### config.mk
export PLATFORM = sky130hd
export DESIGN_NAME = distance_lod_child_select
export DESIGN_NICKNAME = d
export VERILOG_FILES = /design/src/hdl/dlcs_pkg.sv /design/src/hdl/dlcs_sqrt_cell.sv /design/src/hdl/dlcs_div_cell.sv /design/src/hdl/distance_lod_child_select.sv
export SDC_FILE = /design/constraint.sdc
export NUM_CORES = 2
export LEC_CHECK = 0
export CORE_ASPECT_RATIO = 1.5
export CORE_MARGIN = 5
export CORE_UTILIZATION = 48
export CTS_CLUSTER_DIAMETER = 30
export DETAILED_ROUTE_END_ITERATION = 8
export DONT_BUFFER_PORTS = 1
export GPL_ROUTABILITY_DRIVEN = 0
export PLACE_DENSITY_LB_ADDON = 0.1
export SLEW_MARGIN = 0
export SYNTH_ARGS = -nofsm -noshare
export SYNTH_HDL_FRONTEND = slang
export SYNTH_SLANG_ARGS = --single-unit
export TNS_END_PERCENT = 5
### constraint.sdc
create_clock -name clk -period 8.4 [get_ports clk]
set_input_delay 0.42 -clock clk [delete_from_list [all_inputs] [get_ports clk]]
set_output_delay 0.42 -clock clk [all_outputs]
set_load 0.02 [all_outputs]
### src/hdl/dlcs_pkg.sv
// shared widths, types and constants of the level-of-detail child selector
`timescale 1ns / 1ps
package dlcs_pkg;
	localparam int COORD_BITS   = 16;
	localparam int MAX_CHILDREN = 256;
	localparam int LIMIT_W      = 17;
	localparam int COUNT_W      = 9;
	localparam int IDX_W        = 8;
	localparam int CFG_IDX_W    = 1;
	localparam int DIFF_W       = COORD_BITS + 1;
	localparam int SQ_W         = 2 * DIFF_W;
	localparam int RAD_W        = 2 * (DIFF_W + 1);
	localparam int ROOT_W       = RAD_W / 2;
	localparam int REM_W        = ROOT_W + 2;
	localparam int DEN_W        = LIMIT_W;
	localparam int DREM_W       = DEN_W + 1;
	localparam int NUM_W        = IDX_W + LIMIT_W;

	localparam logic [CFG_IDX_W-1:0] REG_NEAR = 1'd0;
	localparam logic [CFG_IDX_W-1:0] REG_FAR  = 1'd1;

	localparam logic [LIMIT_W-1:0] NEAR_RESET = 17'd10;
	localparam logic [LIMIT_W-1:0] FAR_RESET  = 17'd100;

	typedef struct packed {
		logic [RAD_W-1:0]  rad;
		logic [REM_W-1:0]  rem;
		logic [ROOT_W-1:0] root;
		logic [IDX_W-1:0]  top;
		logic              force0;
	} sqrt_item_t;

	typedef struct packed {
		logic [DREM_W-1:0] rem;
		logic [IDX_W-1:0]  low;
		logic [IDX_W-1:0]  quot;
		logic [DEN_W-1:0]  den;
		logic [IDX_W-1:0]  idx;
		logic              done;
	} div_item_t;
endpackage

### src/hdl/dlcs_sqrt_cell.sv
// one digit step of the pipelined integer square root
`timescale 1ns / 1ps
module dlcs_sqrt_cell (
	input  logic                clk,
	input  logic                arst_n,
	input  logic                v_i,
	input  dlcs_pkg::sqrt_item_t d_i,
	input  logic                adv_i,
	output logic                rdy_o,
	output logic                v_o,
	output dlcs_pkg::sqrt_item_t d_o
);
	logic                        v_q;
	dlcs_pkg::sqrt_item_t        d_q;
	logic [dlcs_pkg::REM_W-1:0]  rem_sh;
	logic [dlcs_pkg::REM_W-1:0]  trial;
	logic                        ge;
	dlcs_pkg::sqrt_item_t        nxt;

	assign rdy_o = !v_q || adv_i;
	assign v_o   = v_q;
	assign d_o   = d_q;

	always_comb begin
		rem_sh = {d_i.rem[dlcs_pkg::REM_W-3:0], d_i.rad[dlcs_pkg::RAD_W-1 -: 2]};
		trial  = {d_i.root, 2'b01};
		ge     = rem_sh >= trial;
		nxt        = d_i;
		nxt.rad    = {d_i.rad[dlcs_pkg::RAD_W-3:0], 2'b00};
		nxt.rem    = ge ? rem_sh - trial : rem_sh;
		nxt.root   = {d_i.root[dlcs_pkg::ROOT_W-2:0], ge};
	end

	always_ff @(posedge clk or negedge arst_n) begin
		if (!arst_n) begin
			v_q <= 1'b0;
		end else if (rdy_o) begin
			v_q <= v_i;
		end
	end

	always_ff @(posedge clk) begin
		if (rdy_o && v_i) begin
			d_q <= nxt;
		end
	end
endmodule

### src/hdl/dlcs_div_cell.sv
// one quotient bit of the pipelined restoring divider
`timescale 1ns / 1ps
module dlcs_div_cell (
	input  logic               clk,
	input  logic               arst_n,
	input  logic               v_i,
	input  dlcs_pkg::div_item_t d_i,
	input  logic               adv_i,
	output logic               rdy_o,
	output logic               v_o,
	output dlcs_pkg::div_item_t d_o
);
	logic                        v_q;
	dlcs_pkg::div_item_t         d_q;
	logic [dlcs_pkg::DREM_W-1:0] rem_sh;
	logic [dlcs_pkg::DREM_W-1:0] den_x;
	logic                        ge;
	dlcs_pkg::div_item_t         nxt;

	assign rdy_o = !v_q || adv_i;
	assign v_o   = v_q;
	assign d_o   = d_q;

	always_comb begin
		rem_sh = {d_i.rem[dlcs_pkg::DEN_W-1:0], d_i.low[dlcs_pkg::IDX_W-1]};
		den_x  = {1'b0, d_i.den};
		ge     = rem_sh >= den_x;
		nxt      = d_i;
		nxt.rem  = ge ? rem_sh - den_x : rem_sh;
		nxt.low  = {d_i.low[dlcs_pkg::IDX_W-2:0], 1'b0};
		nxt.quot = {d_i.quot[dlcs_pkg::IDX_W-2:0], ge};
	end

	always_ff @(posedge clk or negedge arst_n) begin
		if (!arst_n) begin
			v_q <= 1'b0;
		end else if (rdy_o) begin
			v_q <= v_i;
		end
	end

	always_ff @(posedge clk) begin
		if (rdy_o && v_i) begin
			d_q <= nxt;
		end
	end
endmodule

### src/hdl/distance_lod_child_select.sv
// top level of the distance based level-of-detail child selector
// pipeline: 28 register stages (squares, 18 root cells, limit compare, 8 divider
// cells, the last one being the output register)
// throughput: one item per cycle while out_stall is low; each stage moves on when
// it is empty or its successor moves, so bubbles collapse behind a stalled output
// reset: clears all valid bits and loads near limit 10 and far limit 100
`timescale 1ns / 1ps
module distance_lod_child_select (
	input  logic                                   clk,
	input  logic                                   arst_n,
	input  logic                                   in_valid,
	output logic                                   in_stall,
	input  logic signed [dlcs_pkg::COORD_BITS-1:0] node_x,
	input  logic signed [dlcs_pkg::COORD_BITS-1:0] node_y,
	input  logic signed [dlcs_pkg::COORD_BITS-1:0] node_z,
	input  logic signed [dlcs_pkg::COORD_BITS-1:0] camera_x,
	input  logic signed [dlcs_pkg::COORD_BITS-1:0] camera_y,
	input  logic signed [dlcs_pkg::COORD_BITS-1:0] camera_z,
	input  logic                                   camera_present,
	input  logic [dlcs_pkg::COUNT_W-1:0]           child_count,
	output logic                                   out_valid,
	input  logic                                   out_stall,
	output logic [dlcs_pkg::IDX_W-1:0]             child_index,
	input  logic                                   cfg_we,
	input  logic [dlcs_pkg::CFG_IDX_W-1:0]         cfg_index,
	input  logic [dlcs_pkg::LIMIT_W-1:0]           cfg_data
);
	localparam int NSQ = dlcs_pkg::ROOT_W;
	localparam int NDV = dlcs_pkg::IDX_W;

	logic [dlcs_pkg::LIMIT_W-1:0] near_q, far_q;

	// stage 1: squared differences
	logic                          v_s1;
	logic [dlcs_pkg::SQ_W-1:0]     sqx_s1, sqy_s1, sqz_s1;
	logic [dlcs_pkg::IDX_W-1:0]    top_s1;
	logic                          force_s1;
	logic                          rdy_s1;
	logic [dlcs_pkg::DIFF_W-1:0]   adx, ady, adz;
	logic [dlcs_pkg::COUNT_W-1:0]  cnt_sat;

	// square root chain
	logic                 sq_v   [NSQ+1];
	dlcs_pkg::sqrt_item_t sq_d   [NSQ+1];
	logic                 sq_rdy [NSQ+1];

	// stage 2: limit compare
	logic                 v_s2;
	dlcs_pkg::div_item_t  dv_s2;
	logic                 rdy_s2;
	dlcs_pkg::div_item_t  cls;
	logic [dlcs_pkg::ROOT_W-1:0]  dist_root;
	logic [dlcs_pkg::LIMIT_W-1:0] dmn;
	logic [dlcs_pkg::NUM_W-1:0]   num;

	// divider chain
	logic                dv_v   [NDV+1];
	dlcs_pkg::div_item_t dv_d   [NDV+1];
	logic                dv_rdy [NDV+1];

	function automatic logic [dlcs_pkg::DIFF_W-1:0] absdiff(
		input logic signed [dlcs_pkg::COORD_BITS-1:0] a,
		input logic signed [dlcs_pkg::COORD_BITS-1:0] b
	);
		logic signed [dlcs_pkg::DIFF_W-1:0] t;
		t = dlcs_pkg::DIFF_W'(a) - dlcs_pkg::DIFF_W'(b);
		return t[dlcs_pkg::DIFF_W-1] ? dlcs_pkg::DIFF_W'(-t) : dlcs_pkg::DIFF_W'(t);
	endfunction

	always_ff @(posedge clk or negedge arst_n) begin
		if (!arst_n) begin
			near_q <= dlcs_pkg::NEAR_RESET;
			far_q  <= dlcs_pkg::FAR_RESET;
		end else if (cfg_we) begin
			unique case (cfg_index)
				dlcs_pkg::REG_NEAR: near_q <= cfg_data;
				dlcs_pkg::REG_FAR:  far_q  <= cfg_data;
				default: ;
			endcase
		end
	end

	assign in_stall = !rdy_s1;
	assign rdy_s1   = !v_s1 || sq_rdy[0];

	always_comb begin
		adx = absdiff(node_x, camera_x);
		ady = absdiff(node_y, camera_y);
		adz = absdiff(node_z, camera_z);
		cnt_sat = (child_count > dlcs_pkg::COUNT_W'(dlcs_pkg::MAX_CHILDREN)) ?
			dlcs_pkg::COUNT_W'(dlcs_pkg::MAX_CHILDREN) : child_count;
	end

	always_ff @(posedge clk or negedge arst_n) begin
		if (!arst_n) begin
			v_s1 <= 1'b0;
		end else if (rdy_s1) begin
			v_s1 <= in_valid;
		end
	end

	always_ff @(posedge clk) begin
		if (rdy_s1 && in_valid) begin
			sqx_s1   <= adx * adx;
			sqy_s1   <= ady * ady;
			sqz_s1   <= adz * adz;
			top_s1   <= dlcs_pkg::IDX_W'(cnt_sat - 1'b1);
			force_s1 <= !camera_present || (cnt_sat == '0);
		end
	end

	always_comb begin
		sq_v[0]         = v_s1;
		sq_d[0].rad     = dlcs_pkg::RAD_W'(sqx_s1) + dlcs_pkg::RAD_W'(sqy_s1)
			+ dlcs_pkg::RAD_W'(sqz_s1);
		sq_d[0].rem     = '0;
		sq_d[0].root    = '0;
		sq_d[0].top     = top_s1;
		sq_d[0].force0  = force_s1;
		sq_rdy[NSQ]     = rdy_s2;
	end

	for (genvar i = 0; i < NSQ; i++) begin : g_sqrt
		dlcs_sqrt_cell u_cell (
			.clk    (clk),
			.arst_n (arst_n),
			.v_i    (sq_v[i]),
			.d_i    (sq_d[i]),
			.adv_i  (sq_rdy[i+1]),
			.rdy_o  (sq_rdy[i]),
			.v_o    (sq_v[i+1]),
			.d_o    (sq_d[i+1])
		);
	end

	// classify against the limits and set up the interpolation divide
	always_comb begin
		dist_root = sq_d[NSQ].root;
		dmn  = dlcs_pkg::LIMIT_W'(dist_root - dlcs_pkg::ROOT_W'(near_q));
		num  = dlcs_pkg::NUM_W'(sq_d[NSQ].top) * dlcs_pkg::NUM_W'(dmn);
		cls.rem  = dlcs_pkg::DREM_W'(num[dlcs_pkg::NUM_W-1:dlcs_pkg::IDX_W]);
		cls.low  = num[dlcs_pkg::IDX_W-1:0];
		cls.quot = '0;
		cls.den  = far_q - near_q;
		cls.idx  = '0;
		cls.done = 1'b1;
		if (sq_d[NSQ].force0) begin
			cls.idx = '0;
		end else if (far_q <= near_q) begin
			cls.idx = (dist_root >= dlcs_pkg::ROOT_W'(far_q)) ? sq_d[NSQ].top : '0;
		end else if (dist_root < dlcs_pkg::ROOT_W'(near_q)) begin
			cls.idx = '0;
		end else if (dist_root >= dlcs_pkg::ROOT_W'(far_q)) begin
			cls.idx = sq_d[NSQ].top;
		end else begin
			cls.done = 1'b0;
		end
	end

	assign rdy_s2 = !v_s2 || dv_rdy[0];

	always_ff @(posedge clk or negedge arst_n) begin
		if (!arst_n) begin
			v_s2 <= 1'b0;
		end else if (rdy_s2) begin
			v_s2 <= sq_v[NSQ];
		end
	end

	always_ff @(posedge clk) begin
		if (rdy_s2 && sq_v[NSQ]) begin
			dv_s2 <= cls;
		end
	end

	always_comb begin
		dv_v[0]     = v_s2;
		dv_d[0]     = dv_s2;
		dv_rdy[NDV] = !out_stall;
	end

	for (genvar j = 0; j < NDV; j++) begin : g_div
		dlcs_div_cell u_cell (
			.clk    (clk),
			.arst_n (arst_n),
			.v_i    (dv_v[j]),
			.d_i    (dv_d[j]),
			.adv_i  (dv_rdy[j+1]),
			.rdy_o  (dv_rdy[j]),
			.v_o    (dv_v[j+1]),
			.d_o    (dv_d[j+1])
		);
	end

	assign out_valid   = dv_v[NDV];
	assign child_index = dv_d[NDV].done ? dv_d[NDV].idx : dv_d[NDV].quot;
endmodule

# Word-level counts from Yosys, hierarchy flattened
# Index checks and enable logic that the tools add are counted.
[word_totals]
reg_bits = 1528
in_bits = 129
out_inout_bits = 10
wordCells = 369
[op_classes]
n_addsub = 35
mul = 4
magnitude_cmp = 30
muxes = 33
bitwise = 1
n_reduce_logical = 92
[ops]
columns = ["op", "count"]
rows = [
  ["2-to-1 mux 18 bit", 16],
  ["2-to-1 mux 17 bit", 10],
  [">= comparator 18 x 17 -> 1 bit", 9],
  ["subtractor 17 bit", 9],
  ["multiplier 17 x 17 -> 34 bit", 3],
  ["negator 17 bit", 3],
  ["subtractor 16 x 16 -> 17 bit", 3],
  ["adder 35 x 34 -> 36 bit", 1],
  ["adder 34 x 34 -> 35 bit", 1],
  ["2-to-1 mux 8 bit", 4],
  ["logical NOT 1 bit", 31],
  ["logical OR 1 bit", 29],
  ["logical AND 1 bit", 28],
  ["multiplier 8 x 17 -> 25 bit", 1],
  [">= comparator 20 x 10 -> 1 bit", 1],
  [">= comparator 20 x 11 -> 1 bit", 1],
  [">= comparator 20 x 12 -> 1 bit", 1],
  [">= comparator 20 x 13 -> 1 bit", 1],
  [">= comparator 20 x 14 -> 1 bit", 1],
  [">= comparator 20 x 15 -> 1 bit", 1],
  [">= comparator 20 x 16 -> 1 bit", 1],
  [">= comparator 20 x 17 -> 1 bit", 1],
  [">= comparator 20 x 18 -> 1 bit", 1],
  [">= comparator 20 x 19 -> 1 bit", 1],
  ["36 further kinds", 37],
]

# Logic depth before layout (Yosys ltp)
[depth]
ltp_word = 30
depth_mapped = 38
mapped_depth_nobuf = 36

# By module
# A second synthesis with hierarchy kept.
[unflattened]
cells_unflattened = 12008
area_unflattened_um2 = 141524.5
[by_module_without_submodules]
columns = ["module", "instances", "cells_per_inst", "area_per_inst_um2", "seq_area_each_um2"]
rows = [
  ["dlcs_sqrt_cell", 18, 297, 4072.7, 2457.4],
  ["distance_lod_child_select", 1, 4566, 42381.9, 5681.7],
  ["dlcs_div_cell", 8, 262, 3229.3, 1796.7],
]

# Worst setup path before layout
# Ideal clock, no wire load.
[synth_timing]
path_kind = "in2reg"
startpoint = "in node_y[0] (netlist name)"
endpoint = "reg sqy_s1[29] (netlist name), data pin"
setup_ps = 258
arrival_ps = 8850
required_ps = 8142
slack_ps = -708
path_stages = 33
cell_sequence = "inv_1 ha_1 fa_1 nor2b_1 o31a_1 o31ai_1 xnor2_1 or4b_4 nor3_1 a21oi_1 xnor2_1 clkbuf_1 nand2_1 fa_1 inv_1 fa_1 fa_1 fa_1 fa_1 inv_1 fa_1 inv_1 ha_1 a21o_1 a21o_1 a21oi_1 o21ai_0 nor2b_1 a2111oi_0 nor3_1 a21o_1 a21oi_1 xnor2_1"
[synth_via]
elab_chain_cells = 4
[synth_lines]
columns = ["item", "line_no", "text"]
rows = [
  ["start, declared", "distance_lod_child_select.sv:14", "input logic signed [dlcs_pkg::COORD_BITS-1:0] node_y,"],
  ["subtractor 16 x 16 -> 17 bit (*)", "distance_lod_child_select.sv:66", "t = dlcs_pkg::DIFF_W'(a) - dlcs_pkg::DIFF_W'(b);"],
  ["negator 17 bit", "distance_lod_child_select.sv:67", "return t[dlcs_pkg::DIFF_W-1] ? dlcs_pkg::DIFF_W'(-t) : dlcs_pkg::DIFF_W'(t);"],
  ["2-to-1 mux 17 bit (*)", "distance_lod_child_select.sv:67", ""],
  ["multiplier 17 x 17 -> 34 bit (*)", "distance_lod_child_select.sv:105", "sqy_s1 <= ady * ady;"],
  ["end signal, assigned", "distance_lod_child_select.sv:105", ""],
  ["end, declared", "distance_lod_child_select.sv:35", "logic [dlcs_pkg::SQ_W-1:0] sqx_s1, sqy_s1, sqz_s1;"],
]
# Mark *: on every way between the ends. The rest lies on a longest branch, timed or not.
# A chain may end at the register's enable or synchronous reset.

# Final worst setup path
[layout_timing]
startpoint = "in node_y[0] (netlist name)"
endpoint = "reg sqy_s1[31] (netlist name), data pin"
# Same word-level chain as after synthesis.

==> metrics.md <==
| Metric | Value |
|---|---|
| Fraction of layout cells with a size suffix above 1 | 13.8% |
| Core box area | 208000 um2 |
| Initial Utilization | 48.3% |
| Gate Count Post-Synth | 8773 |
| Post-route ant nets | 0 |
| Drt wl/cell | 17.9 um |
| Max cap viols | 0 |
| PortBufs | 0 |
| Nets | 11300 |
| Tmin final | 8.13 ns |
| CP max FO | 5 |
| Seq/Total Area, Yosys | 45.1% |
| Vias per cell | 5.16 |
| Row count | 205 |
| Drt pass-1 iters | 6 |
| Slowest cell on crit path | or4b_4 |
| Synth Area in XOR/XNOR | 4.69% |
| CP arrival | 8.66 ns |
| FF+latch area | 45300 um2 |
| Worst-Skew Late Latency | 0.84 ns |
| Footprint of the multi-input gates | 50000 um2 |
| Register bit total from synthesis | 1520 |
| Filler cells | 17700 |
| CP max stage delay | 0.57 ns |
| Synth Area per Inst | 11.5 um2 |
| GR Overflow Total | 0 |
| Commonest cells after routing, fill and taps aside | edfxtp_1 (1458), inv_1 (1444), ha_1 (817), fa_1 (710), nand2_1 (653) |
| Syn-to-layout area delta | 17.5% |
| Synth Area in Compound Gates | 8.48% |
| Status | finished clean |
| Post-synth EDFFs | 1458 |
| Worst-Margin Slew | 1.18 ns |
| Fraction of registers with async set/reset | 4.08% |
| Worst r2r src | g_sqrt[17].u_cell.d_o[9] |
| Slew Limit Fails | 0 |
| Clk root buf | clkbuf_16 |
| RSZ-0062 raised after global routing | yes |
| Crit path top cell by count | fa_1 |
| Main synth FF type | edfxtp_1 |
| Final hold violations | 0 |
| Cell area after synthesis | 101000 um2 |
| Req. time, crit path | 8.93 ns |
| Sink Count | 1520 |
| Tcrit/Tclk final | 96.8% |
| Simple-Gate Fraction of Synth Area | 9.99% |
| Die width | 384 um |
| Worst Setup EP | sqy_s1[31] |
| Gr usage total | 20.9% |
| Crit path kind | input port to flip-flop |
| Largest family of logic cells by synthesized area | adder cells |
| Worst hold slack | 0.0940 ns |
| Crit. End Element | flip-flop |
| Via count of the first global-routing pass | 70800 |
| DP Wirelength | 180 mm |
| Final setup viols | 0 |
| Max Clock Skew | 0.103 ns |
| Final wirelength | 226 mm |
| First-pass GRT wire length | 363 mm |
| DRC viols | 0 |
| R2R setup slack | 0.57 ns |
| Hold WC Path Type | input port to flip-flop |
| Critical Path Start | node_y[0] |
| Die H | 571 um |
| Largest net degree at the start of global routing | 71 |
| Synth Warn # | 0 |
| Post-Synth Adder-Cell Area | 24.3% |
| CTS tree | yes |
| Initial antenna violation count | 2 |
| Commonest non-fill, non-tap cell in the layout | edfxtp_1 |
| Clock Tree Buf Depth | 4 |
| CTS Buf Count | 244 |
| Reg-to-reg endpoint | dv_d[537] |
| Fmax | 0.123 GHz |
| Worst-path clk slew | 0.06 ns |
| Via count | 65200 |
| DIE AREA | 219000 um2 |
| Slew Limit Headroom | 20.8% |
| CTS H-Tree Depth | 4 |
| DR iter-0 viols | 2859 |
| Worst Setup Start Kind | input port |
| R2R depth | 27 |
| Synth cell types | 86 |
| Mux contribution to synthesized area | 1.46% |
| # IOs | 139 |
## synthesized netlist by cell type (12+ instances only)
| cell type | number | area (um2) |
|---|---|---|
| nand2_1 | 653 | 2450 |
| o21ai_0 | 315 | 1580 |
| a2111oi_0 | 17 | 149 |
| xor2_1 | 201 | 1760 |
| or2_2 | 48 | 300 |
| o211ai_1 | 21 | 158 |
| nand2b_1 | 105 | 657 |
| nand3b_1 | 20 | 150 |
| o21bai_1 | 27 | 203 |
| o31a_1 | 12 | 105 |
| a21oi_1 | 339 | 1700 |
| nor2_1 | 578 | 2170 |
| fa_1 | 711 | 14200 |
| a211oi_1 | 26 | 195 |
| ha_1 | 820 | 10300 |
| a21o_1 | 173 | 1300 |
| xnor2_1 | 336 | 2940 |
| inv_1 | 1445 | 5420 |
| mux2i_1 | 16 | 160 |
| dfrtp_1 | 57 | 1430 |
| clkbuf_1 | 128 | 480 |
| edfxtp_1 | 1458 | 43800 |
| nor3_1 | 151 | 756 |
| and2_1 | 103 | 644 |
| and3_1 | 36 | 225 |
| a31oi_1 | 59 | 369 |
| or4_1 | 17 | 128 |
| o21a_1 | 113 | 848 |
| o211a_1 | 13 | 130 |
| a21boi_0 | 53 | 398 |
| nor2b_1 | 92 | 576 |
| nor4_1 | 41 | 257 |
| nand4_1 | 61 | 382 |
| nand3_1 | 111 | 556 |
| o31ai_1 | 52 | 390 |
| o2111ai_1 | 13 | 114 |
| or3_1 | 57 | 357 |
| mux2_2 | 116 | 1310 |
## how the worst min path moves through the flow
stage	startpoint	end	slack (ns)	cells after the start
after floorplan	arst_n	far_q[0]	0.12	0
after detailed placement	arst_n	g_div[7].u_cell.v_o	0.13	0
after global routing	cfg_index	near_q[15]	0.06	3
after CTS	cfg_index	near_q[15]	0.004	4
final	cfg_index	near_q[5]	0.09	3
after global placement	arst_n	g_div[7].u_cell.v_o	0.13	0
## critical path, delay by kind of cell
kind / cells / cell delay, ns
and+or+nand+nor: 8 / 2.64
buffers and inverters: 7 / 0.63
AOI/OAI and AO/OA: 6 / 0.91
xor gates and xnor gates: 1 / 0.08
adders and majority gates: 9 / 3.98
## what timing repair did
| item | CTS | global route |
|---|---|---|
| setup endpoints to repair | 0 | 19 |
| hold buffers | 67 | 0 |
| setup buffers | 0 | 4 |
| gates resized for setup | 0 | 29 |
| hold endpoints to repair | 122 | 0 |
## flip-flops by register name, indices dropped and copies added, names as in the netlist
| register | flops |
|---|---|
| near_q | 17 |
| sqx_s1 | 33 |
| top_s1 | 8 |
| g_div.u_cell.v_o | 8 |
| sqz_s1 | 33 |
| dv_d | 51 |
| v_s1 | 1 |
| force_s1 | 1 |
| v_s2 | 1 |
| g_sqrt.u_cell.d_o | 925 |
| far_q | 17 |
| g_div.u_cell.d_o | 374 |
| sqy_s1 | 33 |
| g_sqrt.u_cell.v_o | 18 |
## per-layer routing
metal / routed length (um) / vias up / global-route usage, % / share of wire (%)
li1: - / 31700 / - / -
met1: 77300 / 31800 / 20.5 / 34
met2: 129000 / 1155 / 42.3 / 57
met3: 6050 / 598 / 2.26 / 2.7
met4: 13600 / 0 / 10.7 / 6.0
met5: 0 / - / 0 / 0
## metrics by stage
step                util [%]  instance area, um2  TNS, ns  std cells  setup WS, ns
floorplan                  -              101000  -0.0349       8811       -0.0157
global placement        52.3              109000   -10.84      12100        -0.707
detailed placement      52.3              109000   -14.11      12100        -0.789
CTS                     56.7              118000        0      12600        0.0427
global route            56.8              118000  -0.0362      12600       -0.0128
finish                  56.8              118000        0      12600         0.267
## final cells by class
cell class / count / area share, %
antenna: 2 / 0.00423
tap: 2794 / 2.96
multi-input combinational: 5698 / 42.3
sequential: 1520 / 38.4
clock buffer: 257 / 5.23
timing repair buffer: 713 / 4.74
inverter: 1456 / 4.62
clock inverter: 193 / 1.82
## cells by family (layout without fill, tap and decap cells)
logic type	Yosys count	in the layout
AOI/OAI and AO/OA	1335	1335
xor gates and xnor gates	538	538
adders and majority gates	1531	1531
buffers and inverters	1593	2619
DFF	1520	1520
muxes	132	132
other	2	42
and+or+nand+nor	2122	2122
Power is not shown: default switching activity piles up to over one toggle a cycle in this logic, so the estimate is an artifact.
